==> src/rtl/atla_pkg.sv <==
// Shared types and constants of the ANSI text line assembler.
package atla_pkg;

  localparam int FUNC_W  = 2;
  localparam int BYTE_W  = 8;
  localparam int COL_W   = 7;
  localparam int GLYPH_W = 7;
  localparam int COLOR_W = 3;

  // Input function codes
  localparam logic [FUNC_W-1:0] FUNC_BYTE  = 2'd0;
  localparam logic [FUNC_W-1:0] FUNC_BEGIN = 2'd1;
  localparam logic [FUNC_W-1:0] FUNC_END   = 2'd2;

  // Result kinds
  localparam logic KIND_GLYPH  = 1'b0;
  localparam logic KIND_COMMIT = 1'b1;

  // What an accepted item asks of the result side
  typedef enum logic [2:0] {
    ACT_NONE,
    ACT_COMMIT,
    ACT_GLYPH,
    ACT_WRAP,
    ACT_TAB
  } act_t;

  // Controller to datapath
  typedef struct packed {
    logic accept;
    logic emit_commit;
    logic emit_glyph;
    logic emit_space;
    logic last;
  } ctl_cmd_t;

  // Datapath to controller
  typedef struct packed {
    act_t act;
    logic slot_free;
    logic tab_last;
  } ctl_sts_t;

endpackage

==> src/rtl/atla_in_if.sv <==
// Input channel: function code and raw byte with valid/ready.
interface atla_in_if;
  logic                          valid;
  logic                          ready;
  logic [atla_pkg::FUNC_W-1:0]   func;
  logic [atla_pkg::BYTE_W-1:0]   byte_in;

  modport source (output valid, output func, output byte_in, input ready);
  modport sink   (input valid, input func, input byte_in, output ready);
endinterface

==> src/rtl/atla_out_if.sv <==
// Result channel: glyph writes and line commits with valid/ready.
interface atla_out_if;
  logic                          valid;
  logic                          ready;
  logic                          kind;
  logic [atla_pkg::COL_W-1:0]    column;
  logic [atla_pkg::GLYPH_W-1:0]  glyph;
  logic [atla_pkg::COL_W-1:0]    line_length;
  logic [atla_pkg::COLOR_W-1:0]  color;
  logic                          last;

  modport source (output valid, output kind, output column, output glyph,
                  output line_length, output color, output last, input ready);
  modport sink   (input valid, input kind, input column, input glyph,
                  input line_length, input color, input last, output ready);
endinterface

==> src/rtl/ansi_text_line_assembler_core.sv <==
// Top level of the ANSI text line assembler: turns a terminal byte stream into
// coloured line writes. Each func 0 byte is parsed for ESC [ params letter
// sequences (SGR 'm' sets the line colour), and printable bytes, mapped CP437
// box glyphs, LF, CR and TAB drive a cursor of LINE_WIDTH columns; glyph writes
// and line commits leave as transfers on out_chan, the last one of each input
// flagged by last. An input yields no result, one result, a commit then a write
// at column 0 for a glyph that wraps a full line, or for a tab one space per
// column up to the next stop of eight; no new input is taken while its results
// are pending. The single output register takes one result per cycle unless
// stalled; while stalled the controller holds, and a new input is taken in the
// same cycle as the previous final result. No clearing pass follows reset.
module ansi_text_line_assembler_core #(
  parameter int LINE_WIDTH = 118
) (
  input  logic        clk,
  input  logic        rst_n,
  atla_in_if.sink     in_chan,
  atla_out_if.source  out_chan
);
  import atla_pkg::*;

  ctl_cmd_t cmd;
  ctl_sts_t sts;

  // Controller: handshake on the input side, result sequencing
  atla_ctrl u_ctrl (
    .clk      (clk),
    .rst_n    (rst_n),
    .in_valid (in_chan.valid),
    .in_ready (in_chan.ready),
    .sts      (sts),
    .cmd      (cmd)
  );

  // Datapath: parser, cursor and colour state, output register
  atla_dp #(
    .LINE_WIDTH (LINE_WIDTH)
  ) u_dp (
    .clk             (clk),
    .rst_n           (rst_n),
    .in_func         (in_chan.func),
    .in_byte         (in_chan.byte_in),
    .cmd             (cmd),
    .sts             (sts),
    .out_ready       (out_chan.ready),
    .out_valid       (out_chan.valid),
    .out_kind        (out_chan.kind),
    .out_column      (out_chan.column),
    .out_glyph       (out_chan.glyph),
    .out_line_length (out_chan.line_length),
    .out_color       (out_chan.color),
    .out_last        (out_chan.last)
  );

endmodule

==> src/rtl/atla_dp.sv <==
// Datapath: escape parser state, cursor, colour, byte decode and output register.
module atla_dp #(
  parameter int LINE_WIDTH = 118
) (
  input  logic                          clk,
  input  logic                          rst_n,
  input  logic [atla_pkg::FUNC_W-1:0]   in_func,
  input  logic [atla_pkg::BYTE_W-1:0]   in_byte,
  input  atla_pkg::ctl_cmd_t            cmd,
  output atla_pkg::ctl_sts_t            sts,
  input  logic                          out_ready,
  output logic                          out_valid,
  output logic                          out_kind,
  output logic [atla_pkg::COL_W-1:0]    out_column,
  output logic [atla_pkg::GLYPH_W-1:0]  out_glyph,
  output logic [atla_pkg::COL_W-1:0]    out_line_length,
  output logic [atla_pkg::COLOR_W-1:0]  out_color,
  output logic                          out_last
);
  import atla_pkg::*;

  localparam int CW      = $clog2(LINE_WIDTH + 1);
  localparam int PARAM_W = 10;
  localparam int PROD_W  = 14;

  localparam logic [BYTE_W-1:0] CH_ESC   = 8'h1B;
  localparam logic [BYTE_W-1:0] CH_LF    = 8'h0A;
  localparam logic [BYTE_W-1:0] CH_CR    = 8'h0D;
  localparam logic [BYTE_W-1:0] CH_TAB   = 8'h09;
  localparam logic [BYTE_W-1:0] CH_LBRK  = 8'h5B;
  localparam logic [BYTE_W-1:0] CH_SEMI  = 8'h3B;
  localparam logic [BYTE_W-1:0] CH_M     = 8'h6D;
  localparam logic [BYTE_W-1:0] CH_ZERO  = 8'h30;
  localparam logic [BYTE_W-1:0] CH_NINE  = 8'h39;
  localparam logic [BYTE_W-1:0] CH_SPACE = 8'h20;
  localparam logic [BYTE_W-1:0] CH_TILDE = 8'h7E;
  localparam logic [PARAM_W-1:0] PARAM_MAX = 10'd1023;

  typedef enum logic [1:0] {
    MODE_TEXT,
    MODE_ESC,
    MODE_CSI
  } mode_t;

  function automatic logic [GLYPH_W-1:0] box_to_ascii(input logic [BYTE_W-1:0] c);
    case (c)
      8'hDB, 8'hDC, 8'hDD, 8'hDE, 8'hDF, 8'hFE, 8'hFD, 8'hB2: box_to_ascii = 7'h23;
      8'hB1:                                                  box_to_ascii = 7'h3A;
      8'hB0, 8'h07, 8'hF9, 8'hFA:                             box_to_ascii = 7'h2E;
      8'hC4, 8'hCD:                                           box_to_ascii = 7'h2D;
      8'hB3, 8'hBA:                                           box_to_ascii = 7'h7C;
      8'hDA, 8'hBF, 8'hC0, 8'hD9, 8'hC9, 8'hBB, 8'hC8, 8'hBC,
      8'hC3, 8'hB4, 8'hC2, 8'hC1, 8'hC5:                      box_to_ascii = 7'h2B;
      8'h1A, 8'h10:                                           box_to_ascii = 7'h3E;
      8'h11:                                                  box_to_ascii = 7'h3C;
      8'h18, 8'h1E:                                           box_to_ascii = 7'h5E;
      8'h19, 8'h1F:                                           box_to_ascii = 7'h76;
      8'hF8:                                                  box_to_ascii = 7'h6F;
      default:                                                box_to_ascii = 7'h00;
    endcase
  endfunction

  // Bright codes fold onto the normal ones; unknown codes keep the colour.
  function automatic logic [COLOR_W-1:0] sgr_color(input logic [PARAM_W-1:0] code,
                                                   input logic [COLOR_W-1:0] cur);
    logic [PARAM_W-1:0] c;
    c = (code >= 10'd90 && code <= 10'd97) ? code - 10'd60 : code;
    if (code == '0) begin
      sgr_color = '0;
    end else if (c >= 10'd30 && c <= 10'd36) begin
      sgr_color = COLOR_W'(c - 10'd29);
    end else if (c == 10'd37) begin
      sgr_color = '0;
    end else begin
      sgr_color = cur;
    end
  endfunction

  mode_t                mode_r, mode_nxt;
  logic [PARAM_W-1:0]   param_r, param_nxt;
  logic                 present_r, present_nxt;
  logic [CW-1:0]        col_r;
  logic [COLOR_W-1:0]   color_r, color_nxt;
  logic [GLYPH_W-1:0]   glyph_r;

  logic                 out_valid_r;
  logic                 out_kind_r;
  logic [COL_W-1:0]     out_column_r;
  logic [GLYPH_W-1:0]   out_glyph_r;
  logic [COL_W-1:0]     out_len_r;
  logic [COLOR_W-1:0]   out_color_r;
  logic                 out_last_r;

  logic [GLYPH_W-1:0]   dec_glyph;
  logic                 glyph_ok;
  logic                 text_en;
  logic                 clr_col;
  logic                 col_full;
  logic [PROD_W-1:0]    acc;
  logic [GLYPH_W-1:0]   emit_glyph_val;
  act_t                 act;

  assign col_full  = (col_r >= CW'(LINE_WIDTH));
  assign dec_glyph = (in_byte >= CH_SPACE && in_byte <= CH_TILDE) ? in_byte[GLYPH_W-1:0]
                                                                  : box_to_ascii(in_byte);
  assign glyph_ok  = (dec_glyph != '0);
  assign acc       = {1'b0, param_r, 3'b000} + {3'b000, param_r, 1'b0} +
                     PROD_W'(in_byte - CH_ZERO);

  always_comb begin
    mode_nxt    = mode_r;
    param_nxt   = param_r;
    present_nxt = present_r;
    color_nxt   = color_r;
    clr_col     = 1'b0;
    text_en     = 1'b0;
    act         = ACT_NONE;
    case (in_func)
      FUNC_BYTE: begin
        case (mode_r)
          MODE_ESC: begin
            if (in_byte == CH_LBRK) begin
              mode_nxt    = MODE_CSI;
              param_nxt   = '0;
              present_nxt = 1'b0;
            end else begin
              mode_nxt = MODE_TEXT;
              text_en  = 1'b1;
            end
          end
          MODE_CSI: begin
            if (in_byte >= CH_ZERO && in_byte <= CH_NINE) begin
              param_nxt   = (acc > PROD_W'(PARAM_MAX)) ? PARAM_MAX : acc[PARAM_W-1:0];
              present_nxt = 1'b1;
            end else if (in_byte == CH_SEMI) begin
              if (present_r) color_nxt = sgr_color(param_r, color_r);
              param_nxt   = '0;
              present_nxt = 1'b0;
            end else begin
              if (in_byte == CH_M) color_nxt = sgr_color(present_r ? param_r : '0, color_r);
              param_nxt   = '0;
              present_nxt = 1'b0;
              mode_nxt    = MODE_TEXT;
            end
          end
          default: begin
            mode_nxt = MODE_TEXT;
            text_en  = 1'b1;
          end
        endcase
      end
      FUNC_BEGIN: begin
        clr_col   = 1'b1;
        color_nxt = '0;
      end
      FUNC_END: begin
        if (col_r != '0) act = ACT_COMMIT;
      end
      default: ;
    endcase

    if (text_en) begin
      if (in_byte == CH_ESC) begin
        mode_nxt = MODE_ESC;
      end else if (in_byte == CH_LF) begin
        act = ACT_COMMIT;
      end else if (in_byte == CH_CR) begin
        clr_col = 1'b1;
      end else if (in_byte == CH_TAB) begin
        act = col_full ? ACT_NONE : ACT_TAB;
      end else if (glyph_ok) begin
        act = col_full ? ACT_WRAP : ACT_GLYPH;
      end
    end
  end

  assign sts.act       = act;
  assign sts.slot_free = !out_valid_r || out_ready;
  // Last space of a tab: the next column is a tab stop or the line end.
  assign sts.tab_last  = (col_r[2:0] == 3'b111) || (col_r == CW'(LINE_WIDTH - 1));

  assign emit_glyph_val = cmd.emit_space ? CH_SPACE[GLYPH_W-1:0]
                        : (cmd.accept ? dec_glyph : glyph_r);

  always_ff @(posedge clk) begin
    if (!rst_n) begin
      mode_r      <= MODE_TEXT;
      param_r     <= '0;
      present_r   <= 1'b0;
      col_r       <= '0;
      color_r     <= '0;
      out_valid_r <= 1'b0;
    end else begin
      if (cmd.accept) begin
        mode_r    <= mode_nxt;
        param_r   <= param_nxt;
        present_r <= present_nxt;
        color_r   <= color_nxt;
      end
      if (cmd.emit_commit) begin
        col_r <= '0;
      end else if (cmd.emit_glyph || cmd.emit_space) begin
        col_r <= col_r + CW'(1);
      end else if (cmd.accept && clr_col) begin
        col_r <= '0;
      end
      if (cmd.emit_commit || cmd.emit_glyph || cmd.emit_space) begin
        out_valid_r <= 1'b1;
      end else if (out_ready) begin
        out_valid_r <= 1'b0;
      end
    end
  end

  // Payload registers
  always_ff @(posedge clk) begin
    if (cmd.accept) glyph_r <= dec_glyph;
    if (cmd.emit_commit) begin
      out_kind_r   <= KIND_COMMIT;
      out_column_r <= '0;
      out_glyph_r  <= '0;
      out_len_r    <= COL_W'(col_r);
      out_color_r  <= color_r;
      out_last_r   <= cmd.last;
    end else if (cmd.emit_glyph || cmd.emit_space) begin
      out_kind_r   <= KIND_GLYPH;
      out_column_r <= COL_W'(col_r);
      out_glyph_r  <= emit_glyph_val;
      out_len_r    <= '0;
      out_color_r  <= color_r;
      out_last_r   <= cmd.last;
    end
  end

  assign out_valid       = out_valid_r;
  assign out_kind        = out_kind_r;
  assign out_column      = out_column_r;
  assign out_glyph       = out_glyph_r;
  assign out_line_length = out_len_r;
  assign out_color       = out_color_r;
  assign out_last        = out_last_r;

endmodule

==> src/rtl/atla_ctrl.sv <==
// Controller: accepts items and sequences the results each one causes.
module atla_ctrl (
  input  logic                clk,
  input  logic                rst_n,
  input  logic                in_valid,
  output logic                in_ready,
  input  atla_pkg::ctl_sts_t  sts,
  output atla_pkg::ctl_cmd_t  cmd
);
  import atla_pkg::*;

  typedef enum logic [1:0] {
    S_IDLE,
    S_WRAP,
    S_TAB
  } state_t;

  state_t state_r, state_nxt;

  always_comb begin
    cmd       = '0;
    state_nxt = state_r;
    in_ready  = (state_r == S_IDLE) && sts.slot_free;
    case (state_r)
      S_IDLE: begin
        if (in_valid && in_ready) begin
          cmd.accept = 1'b1;
          case (sts.act)
            ACT_COMMIT: begin
              cmd.emit_commit = 1'b1;
              cmd.last        = 1'b1;
            end
            ACT_GLYPH: begin
              cmd.emit_glyph = 1'b1;
              cmd.last       = 1'b1;
            end
            ACT_WRAP: begin
              cmd.emit_commit = 1'b1;
              state_nxt       = S_WRAP;
            end
            ACT_TAB: begin
              cmd.emit_space = 1'b1;
              cmd.last       = sts.tab_last;
              if (!sts.tab_last) state_nxt = S_TAB;
            end
            default: ;
          endcase
        end
      end
      S_WRAP: begin
        if (sts.slot_free) begin
          cmd.emit_glyph = 1'b1;
          cmd.last       = 1'b1;
          state_nxt      = S_IDLE;
        end
      end
      S_TAB: begin
        if (sts.slot_free) begin
          cmd.emit_space = 1'b1;
          cmd.last       = sts.tab_last;
          if (sts.tab_last) state_nxt = S_IDLE;
        end
      end
      default: state_nxt = S_IDLE;
    endcase
  end

  always_ff @(posedge clk) begin
    if (!rst_n) begin
      state_r <= S_IDLE;
    end else begin
      state_r <= state_nxt;
    end
  end

`ifndef SYNTH
  a_busy_blocks_input: assert property (@(posedge clk) disable iff (!rst_n)
    (state_r != S_IDLE) |-> !in_ready)
    else $error("input taken while results of an earlier item are pending");

  a_one_emit: assert property (@(posedge clk) disable iff (!rst_n)
    $onehot0({cmd.emit_commit, cmd.emit_glyph, cmd.emit_space}))
    else $error("more than one result loaded in one cycle");

  a_emit_needs_slot: assert property (@(posedge clk) disable iff (!rst_n)
    (cmd.emit_commit || cmd.emit_glyph || cmd.emit_space) |-> sts.slot_free)
    else $error("result loaded over an untaken result");

  a_wrap_done: assert property (@(posedge clk) disable iff (!rst_n)
    (state_r == S_WRAP && sts.slot_free) |=> (state_r == S_IDLE))
    else $error("wrapped glyph not written after its commit");

  a_accept_valid: assert property (@(posedge clk) disable iff (!rst_n)
    cmd.accept |-> (in_valid && state_r == S_IDLE))
    else $error("item accepted without a valid transfer");
`endif

endmodule

==> src/flat_wrapper.sv <==
// flat-port wrapper written by rule: the top's interface ports become plain ports
module ansi_text_line_assembler_core_flat import atla_pkg::*;
#(
  parameter int LINE_WIDTH = 118
)
  (clk, rst_n, in_chan_valid, in_chan_func, in_chan_byte_in, in_chan_ready, out_chan_valid, out_chan_kind, out_chan_column, out_chan_glyph, out_chan_line_length, out_chan_color, out_chan_last, out_chan_ready);
  atla_in_if in_chan_i ();
  atla_out_if out_chan_i ();
  input  logic clk;
  input  logic rst_n;
  input wire logic [$bits(in_chan_i.valid)-1:0] in_chan_valid;
  input wire logic [$bits(in_chan_i.func)-1:0] in_chan_func;
  input wire logic [$bits(in_chan_i.byte_in)-1:0] in_chan_byte_in;
  output wire logic [$bits(in_chan_i.ready)-1:0] in_chan_ready;
  output wire logic [$bits(out_chan_i.valid)-1:0] out_chan_valid;
  output wire logic [$bits(out_chan_i.kind)-1:0] out_chan_kind;
  output wire logic [$bits(out_chan_i.column)-1:0] out_chan_column;
  output wire logic [$bits(out_chan_i.glyph)-1:0] out_chan_glyph;
  output wire logic [$bits(out_chan_i.line_length)-1:0] out_chan_line_length;
  output wire logic [$bits(out_chan_i.color)-1:0] out_chan_color;
  output wire logic [$bits(out_chan_i.last)-1:0] out_chan_last;
  input wire logic [$bits(out_chan_i.ready)-1:0] out_chan_ready;
  assign in_chan_i.valid = in_chan_valid;
  assign in_chan_i.func = in_chan_func;
  assign in_chan_i.byte_in = in_chan_byte_in;
  assign in_chan_ready = in_chan_i.ready;
  assign out_chan_valid = out_chan_i.valid;
  assign out_chan_kind = out_chan_i.kind;
  assign out_chan_column = out_chan_i.column;
  assign out_chan_glyph = out_chan_i.glyph;
  assign out_chan_line_length = out_chan_i.line_length;
  assign out_chan_color = out_chan_i.color;
  assign out_chan_last = out_chan_i.last;
  assign out_chan_i.ready = out_chan_ready;
  ansi_text_line_assembler_core #(.LINE_WIDTH(LINE_WIDTH)) u_core (.clk(clk), .rst_n(rst_n), .in_chan(in_chan_i), .out_chan(out_chan_i));
endmodule
==> config.mk <==
export PLATFORM = sky130hd
export DESIGN_NAME = ansi_text_line_assembler_core_flat
export DESIGN_NICKNAME = d
export VERILOG_FILES = /design/src/rtl/atla_pkg.sv /design/src/rtl/atla_in_if.sv /design/src/rtl/atla_out_if.sv /design/src/rtl/ansi_text_line_assembler_core.sv /design/src/rtl/atla_dp.sv /design/src/rtl/atla_ctrl.sv /design/src/flat_wrapper.sv
export SDC_FILE = /design/constraint.sdc
export NUM_CORES = 1
export LEC_CHECK = 0
export BUFFER_PORTS_ARGS = -buffer_cell sky130_fd_sc_hd__buf_2
export CORE_ASPECT_RATIO = 1.4
export CORE_MARGIN = 3
export CORE_UTILIZATION = 55
export CTS_CLUSTER_SIZE = 14
export DETAILED_ROUTE_END_ITERATION = 10
export PLACE_DENSITY_LB_ADDON = 0.08
export SYNTH_ARGS = -nofsm -noshare
export SYNTH_HDL_FRONTEND = slang
export SYNTH_HIERARCHICAL = 1
export SYNTH_SLANG_ARGS = --single-unit
==> constraint.sdc <==
create_clock -name clk -period 3.8 [get_ports clk]
set_clock_uncertainty 0.1 [all_clocks]
set_input_delay 0.57 -clock clk [delete_from_list [all_inputs] [get_ports clk]]
set_output_delay 0.57 -clock clk [all_outputs]
set_load 0.01 [all_outputs]
# Word-level counts from Yosys, hierarchy flattened
# Index checks and enable logic that the tools add are counted.
[totals]
regBits = 59
out_inout_bits = 28
wordCells = 228
inputBits = 14
[classes]
bitwise_logic = 1
n_lt_le_gt_ge = 14
eq_ne = 72
n_reduce_logical = 40
n_mux = 79
n_addsub = 8
[op_table]
columns = ["cell", "n"]
rows = [
  ["8-bit == test, second input constant", 30],
  ["7-bit one-hot mux with 11 select lines", 1],
  ["8-bit by 5-bit == test with 1-bit output, second input constant", 8],
  ["10-bit 2-to-1 mux", 6],
  ["3-bit 2-to-1 mux", 20],
  ["7-bit 2-to-1 mux", 7],
  ["2-bit 2-to-1 mux", 13],
  ["8-bit by 4-bit == test with 1-bit output, second input constant", 3],
  ["10-bit by 6-bit == test with 1-bit output, second input constant", 2],
  ["10-bit by 5-bit >= comparator with 1-bit output, second input constant", 2],
  ["10-bit by 7-bit >= comparator with 1-bit output, second input constant", 2],
  ["10-bit by 6-bit less-or-equal comparator with 1-bit output, second input constant", 2],
  ["10-bit by 7-bit less-or-equal comparator with 1-bit output, second input constant", 2],
  ["10-bit logical NOT", 2],
  ["1-bit 2-to-1 mux", 20],
  ["10-bit one-hot mux with 2 select lines", 1],
  ["10-bit by 6-bit subtractor with 10-bit output, second input constant", 2],
  ["8-bit by 7-bit == test with 1-bit output, second input constant", 2],
  ["8-bit by 6-bit >= comparator with 1-bit output, second input constant", 2],
  ["2-bit OR reduction", 8],
  ["13-bit by 11-bit adder with 14-bit output", 1],
  ["14-bit adder", 1],
  ["14-bit by 10-bit greater-than comparator with 1-bit output, second input constant", 1],
  ["7-bit nonzero test", 2],
  ["other kinds (37)", 74],
]

# Depth between registers and ports, before layout
[logic_depth]
word_depth = 19
depth_mapped = 19
depth_no_buf = 17

# Modules after synthesis
# The synthesis kept the hierarchy.
[by_module_without_submodules]
columns = ["mod", "n_inst", "area_each_um2", "cells_each", "seq_area_each_um2"]
rows = [
  ["atla_dp", 1, 4713.3, 577, 1251.2],
  ["atla_ctrl", 1, 225.2, 29, 40.0],
]

# Worst setup path after synthesis
# No wires, ideal clock.
[synth_path]
path_type = "input -> register"
from = "in in_chan_byte_in[7]"
to = "reg u_core.u_dp.param_r[8]"
stages = 11
required_ns = 3.564
n_path_buf = 2
arrival_time_ns = 3.695
setup_ns = 0.136
slack_ns = -0.131
cell_sequence = "clkbuf_1 clkbuf_1 nor3_1 fa_1 ha_1 a21o_1 a31o_2 nand3_1 mux2_2 o31ai_2 nand2_1"
[synth_via]
elab_chain_len = 6
word_cells_on_any_way = 12
[synth_lines]
columns = ["element", "line", "source"]
rows = [
  ["from (decl)", "flat_wrapper.sv:13", "input wire logic [$bits(in_chan_i.byte_in)-1:0] in_chan_byte_in;"],
  ["8-bit by 6-bit subtractor with 9-bit output", "atla_dp.sv:108", "PROD_W'(in_byte - CH_ZERO);"],
  ["14-bit adder", "atla_dp.sv:107", "assign acc = {1'b0, param_r, 3'b000} + {3'b000, param_r, 1'b0} +"],
  ["14-bit by 10-bit greater-than comparator with 1-bit output", "atla_dp.sv:133", "param_nxt = (acc > PROD_W'(PARAM_MAX)) ? PARAM_MAX : acc[PARAM_W-1:0];"],
  ["10-bit 2-to-1 mux", "atla_dp.sv:133", ""],
  ["10-bit 2-to-1 mux", "atla_dp.sv:132", "if (in_byte >= CH_ZERO && in_byte <= CH_NINE) begin"],
  ["10-bit one-hot mux with 2 select lines", "atla_dp.sv:120", "case (mode_r)"],
  ["to (signal assigned)", "atla_dp.sv:196", "param_r <= param_nxt;"],
  ["to (decl)", "atla_dp.sv:80", "logic [PARAM_W-1:0] param_r, param_nxt;"],
]
# Parallel ways exist; a longest one is shown, timed or not.
# A chain may end at the register's enable or synchronous reset.

==> results.toml <==
[cts]
clkSlewWorstSetupHoldPaths_ns = 0.05
htree_num_levels = 3
cts_buffers = 9
cts_buffer_depth = 2
cts_tree = "done"
cts_hold_buf = 0
cts.sinks = 59
insertion_delay_ns = 0.32
cts-root-buf = "clkbuf_16"

[grt]
grt_pass1_vias = 4588
grt_max_degree = 25
antenna_found_initial = 0
grt_first_pass_wirelength_um = 21400
grt.total_usage_pct = 25.7
grt_overflow = 0

[synthesis]
synth_top_family_by_area = "simple AND/OR/NAND/NOR gates"
syn_nets = 668
synth_area_leaders = "dfxtp_1 (19%), ha_1 (9.9%), edfxtp_1 (6.7%)"
yosys.area.top_type_share_pct = 19.5
async_reset_ff_share_pct = 0
synth_adder_area_share_pct = 13.5
muxShareOfSynthArea_pct = 2.31
ys_ff_latch = 59
yosys_warnings = 6
synth_compound_area_share_pct = 23.9
netlist_instances = 606
synth_xor_area_share_pct = 2.99
syn-cell-area_um2 = 4940
yosysTopAreaCell = "dfxtp_1"
ys.flop_type = "dfxtp_1"
synth_edf_count = 11
synth.yosys.seq_area_share_pct = 26.1
yosys.area_share.simple_pct = 25.2
synth_area_per_cell_um2 = 8.15
synth.distinct_cells = 87

[worst_setup_path]
cpPeakStageDelay_ns = 0.50
crit_arrival_ns = 3.73
reg2reg_from = "u_core/u_dp/param_r[0]"
cp_common_cell = "nor2_1"
timing.rr.end = "u_core/u_dp/param_r[4]"
path_class = "input pin to flip-flop"
end_kind = "flip-flop"
crit_chain = "buf_2 > inv_1 > buf_4 > ha_1 > a2111oi_1 > nor2_1 > a221oi_1 > nor2_1 > or2_1 > o211ai_1 > a21oi_2 > nor2_1 > nand3_2 > nand2_1 > nor2_1 > or4_1 > a21oi_1"
required_ns = 3.95
crit_fanout = 5
crit_family = "simple AND/OR/NAND/NOR gates"
r2r_slack_ns = 0.44
cpMaxStageDelayCell = "or4_1"
setup.worst_path.start_class = "input pin"
reg2reg_depth = 11
path_buf_inv = 3

[power]
power.density_nw_per_um2 = 323
leakage_nw = 2.59
ir_drop_uv = 325

[layout]
final_layout_size_suffix_gt1_share_pct = 22.2
layout.nets = 741
fin_area_um2 = 5900
areaGrowthSynthToFinish_pct = 19.4
fillerInstances = 710
n_antenna_cell = 0

[place]
port_buffers = 41
place_hpwl_um = 9940
gp_congestion = 0.911
dpl_worst_slack_ns = -0.151
detailed_place.area_um2 = 5530

[die]
initial_utilization_pct = 57.0
ios = 42
die_x_um = 86.1
fp-row-count = 40
core_area_um2 = 8660
design.die.area_um2 = 10200
die_y_um = 118

[route]
viasPerCell = 6.00
drt_wl_total_um = 12800
postRouteAntennaNets = 0
routedWlPerCell_um = 16.2
num_vias = 4735
drc_errors = 0
first_pass_iters = 7
first_iter_violations = 220

[min_path]
hold-path-cell-count = 0
hp-start = "u_core/u_dp/color_r[0]"
hold_path_class = "flip-flop to flip-flop"
hold_path_end = "u_core/u_dp/out_color[0]"

[timing]
setup_viol = 0
fin_crit_ns = 3.58
drv_slew = 0
max_clock_freq_ghz = 0.279
fin_ws_ns = 0.219
max-slew-margin-rel_pct = 51.0
worst_pin_slew_ns = 0.733
holdWs_ns = 0.335
finalCritPeriodShare_pct = 94.2
hold_viol_final = 0

[job]
maxCapViolCount = 0

[outcome]
status = "finished clean"
[through the flow]
step                cells  setup TNS, ns  power [mW]  util, %
global placement      771         -0.622        1.02     63.9
global route          789        -0.0708        1.98     68.1
detailed placement    771          -1.51        1.02     63.9
CTS                   787              0        1.91     67.7
floorplan             606         -0.275       0.904        -
finish                789              0        1.91     68.1
[per-layer routing]
| layer | GRT usage, % | share of wire (%) | wire length, um | vias to the layer above |
|---|---|---|---|---|
| li1 | - | - | - | 2342 |
| met4 | 10.5 | 2.7 | 352 | 0 |
| met2 | 46.2 | 52 | 6710 | 129 |
| met3 | 2.80 | 4.1 | 522 | 30 |
| met1 | 30.2 | 41 | 5230 | 2234 |
| met5 | 0 | 0 | 0 | - |
[Yosys cell counts, types with 8 or more instances]
cell,n
nand3_1,17
nand2_1,60
a21oi_1,36
ha_1,39
inv_1,36
edfxtp_1,11
and2_1,10
nor2b_1,18
clkbuf_1,22
xnor2_1,9
a22oi_1,13
a31oi_1,9
and3_1,12
nor2_1,42
mux2i_1,8
dfxtp_1,48
nand2b_1,8
nor3_1,15
buf_2,10
o21ai_0,37
fa_1,9
[how the worst max path moves through the flow]
stage	startpoint	to	slack, ns	cells after the start
CTS	in_chan_byte_in[5]	u_core/u_dp/col_r[4]	0.16	18
global placement	in_chan_byte_in[5]	u_core/u_dp/col_r[4]	-0.09	18
detailed placement	in_chan_byte_in[5]	u_core/u_dp/col_r[4]	-0.15	18
global route	in_chan_byte_in[5]	u_core/u_dp/col_r[3]	-0.03	19
floorplan	in_chan_byte_in[4]	u_core/u_dp/out_color[0]	-0.02	17
finish	in_chan_byte_in[4]	u_core/u_dp/col_r[6]	0.22	17
[power breakdown]
part           internal, mW  switching, mW  total, mW
clock network         0.609          0.278      0.887
logic                 0.143          0.177      0.321
registers             0.682         0.0158      0.698
total                  1.43          0.471       1.91
[flip-flops by register name, indices dropped and copies added, names as in the netlist]
signal                       cells
u_core/u_dp/mode_r               2
u_core/u_dp/color_r              3
u_core/u_dp/out_line_length      7
u_core/u_dp/param_r             10
u_core/u_dp/glyph_r              7
u_core/u_dp/out_kind             1
u_core/u_dp/out_column           7
u_core/u_dp/present_r            1
u_core/u_dp/out_valid            1
u_core/u_dp/col_r                7
u_core/u_dp/out_glyph            7
u_core/u_dp/out_last             1
u_core/u_ctrl/state_r            2
u_core/u_dp/out_color            3
[cells by family after synthesis]
kind of cell / after synthesis
mux: 11
fa+ha+maj: 48
xor+xnor: 16
flops: 59
compound gates: 170
simple gates: 231
buf+inv: 71
[cell usage in the layout (no fill, tap or decap), drive strengths merged, types with 7 or more instances in the layout]
master,instances
xnor2,10
nand2b,8
nand3,18
nor3,16
a31oi,9
o21a,7
and2,11
dfxtp,48
and3,12
nor2,42
fa,9
o21ai,40
ha,39
inv,36
buf,97
nand3b,7
a21oi,36
a22oi,13
nand2,60
edfxtp,11
clkbuf,12
or2,8
mux2i,8
nor2b,18
[worst reg2reg max path, delay by kind of cell (launching register included)]
family / cells / cell delay (ns)
buf+inv: 1 / 0.21
simple gates: 2 / 0.17
mux: 1 / 0.34
fa+ha+maj: 2 / 0.81
flops: 1 / 0.52
compound gates: 5 / 1.09
[cell type report]
| type | count | area [um2] | area share, % |
|---|---|---|---|
| clock buffers | 12 | 256 | 4.35 |
| clock inverters | 4 | 73.8 | 1.25 |
| inverters | 36 | 135 | 2.29 |
| multi-input cells | 476 | 3380 | 57.4 |
| flip-flops and latches | 59 | 1290 | 21.9 |
| well taps | 105 | 131 | 2.23 |
| repair buffers | 97 | 626 | 10.6 |
[timing repair]
| action | CTS | global route |
|---|---|---|
| buffers inserted | 0 | 2 |
| endpoints found under the setup margin | 0 | 18 |
| resized for setup | 0 | 8 |
Power figures use the tool's default switching activity.
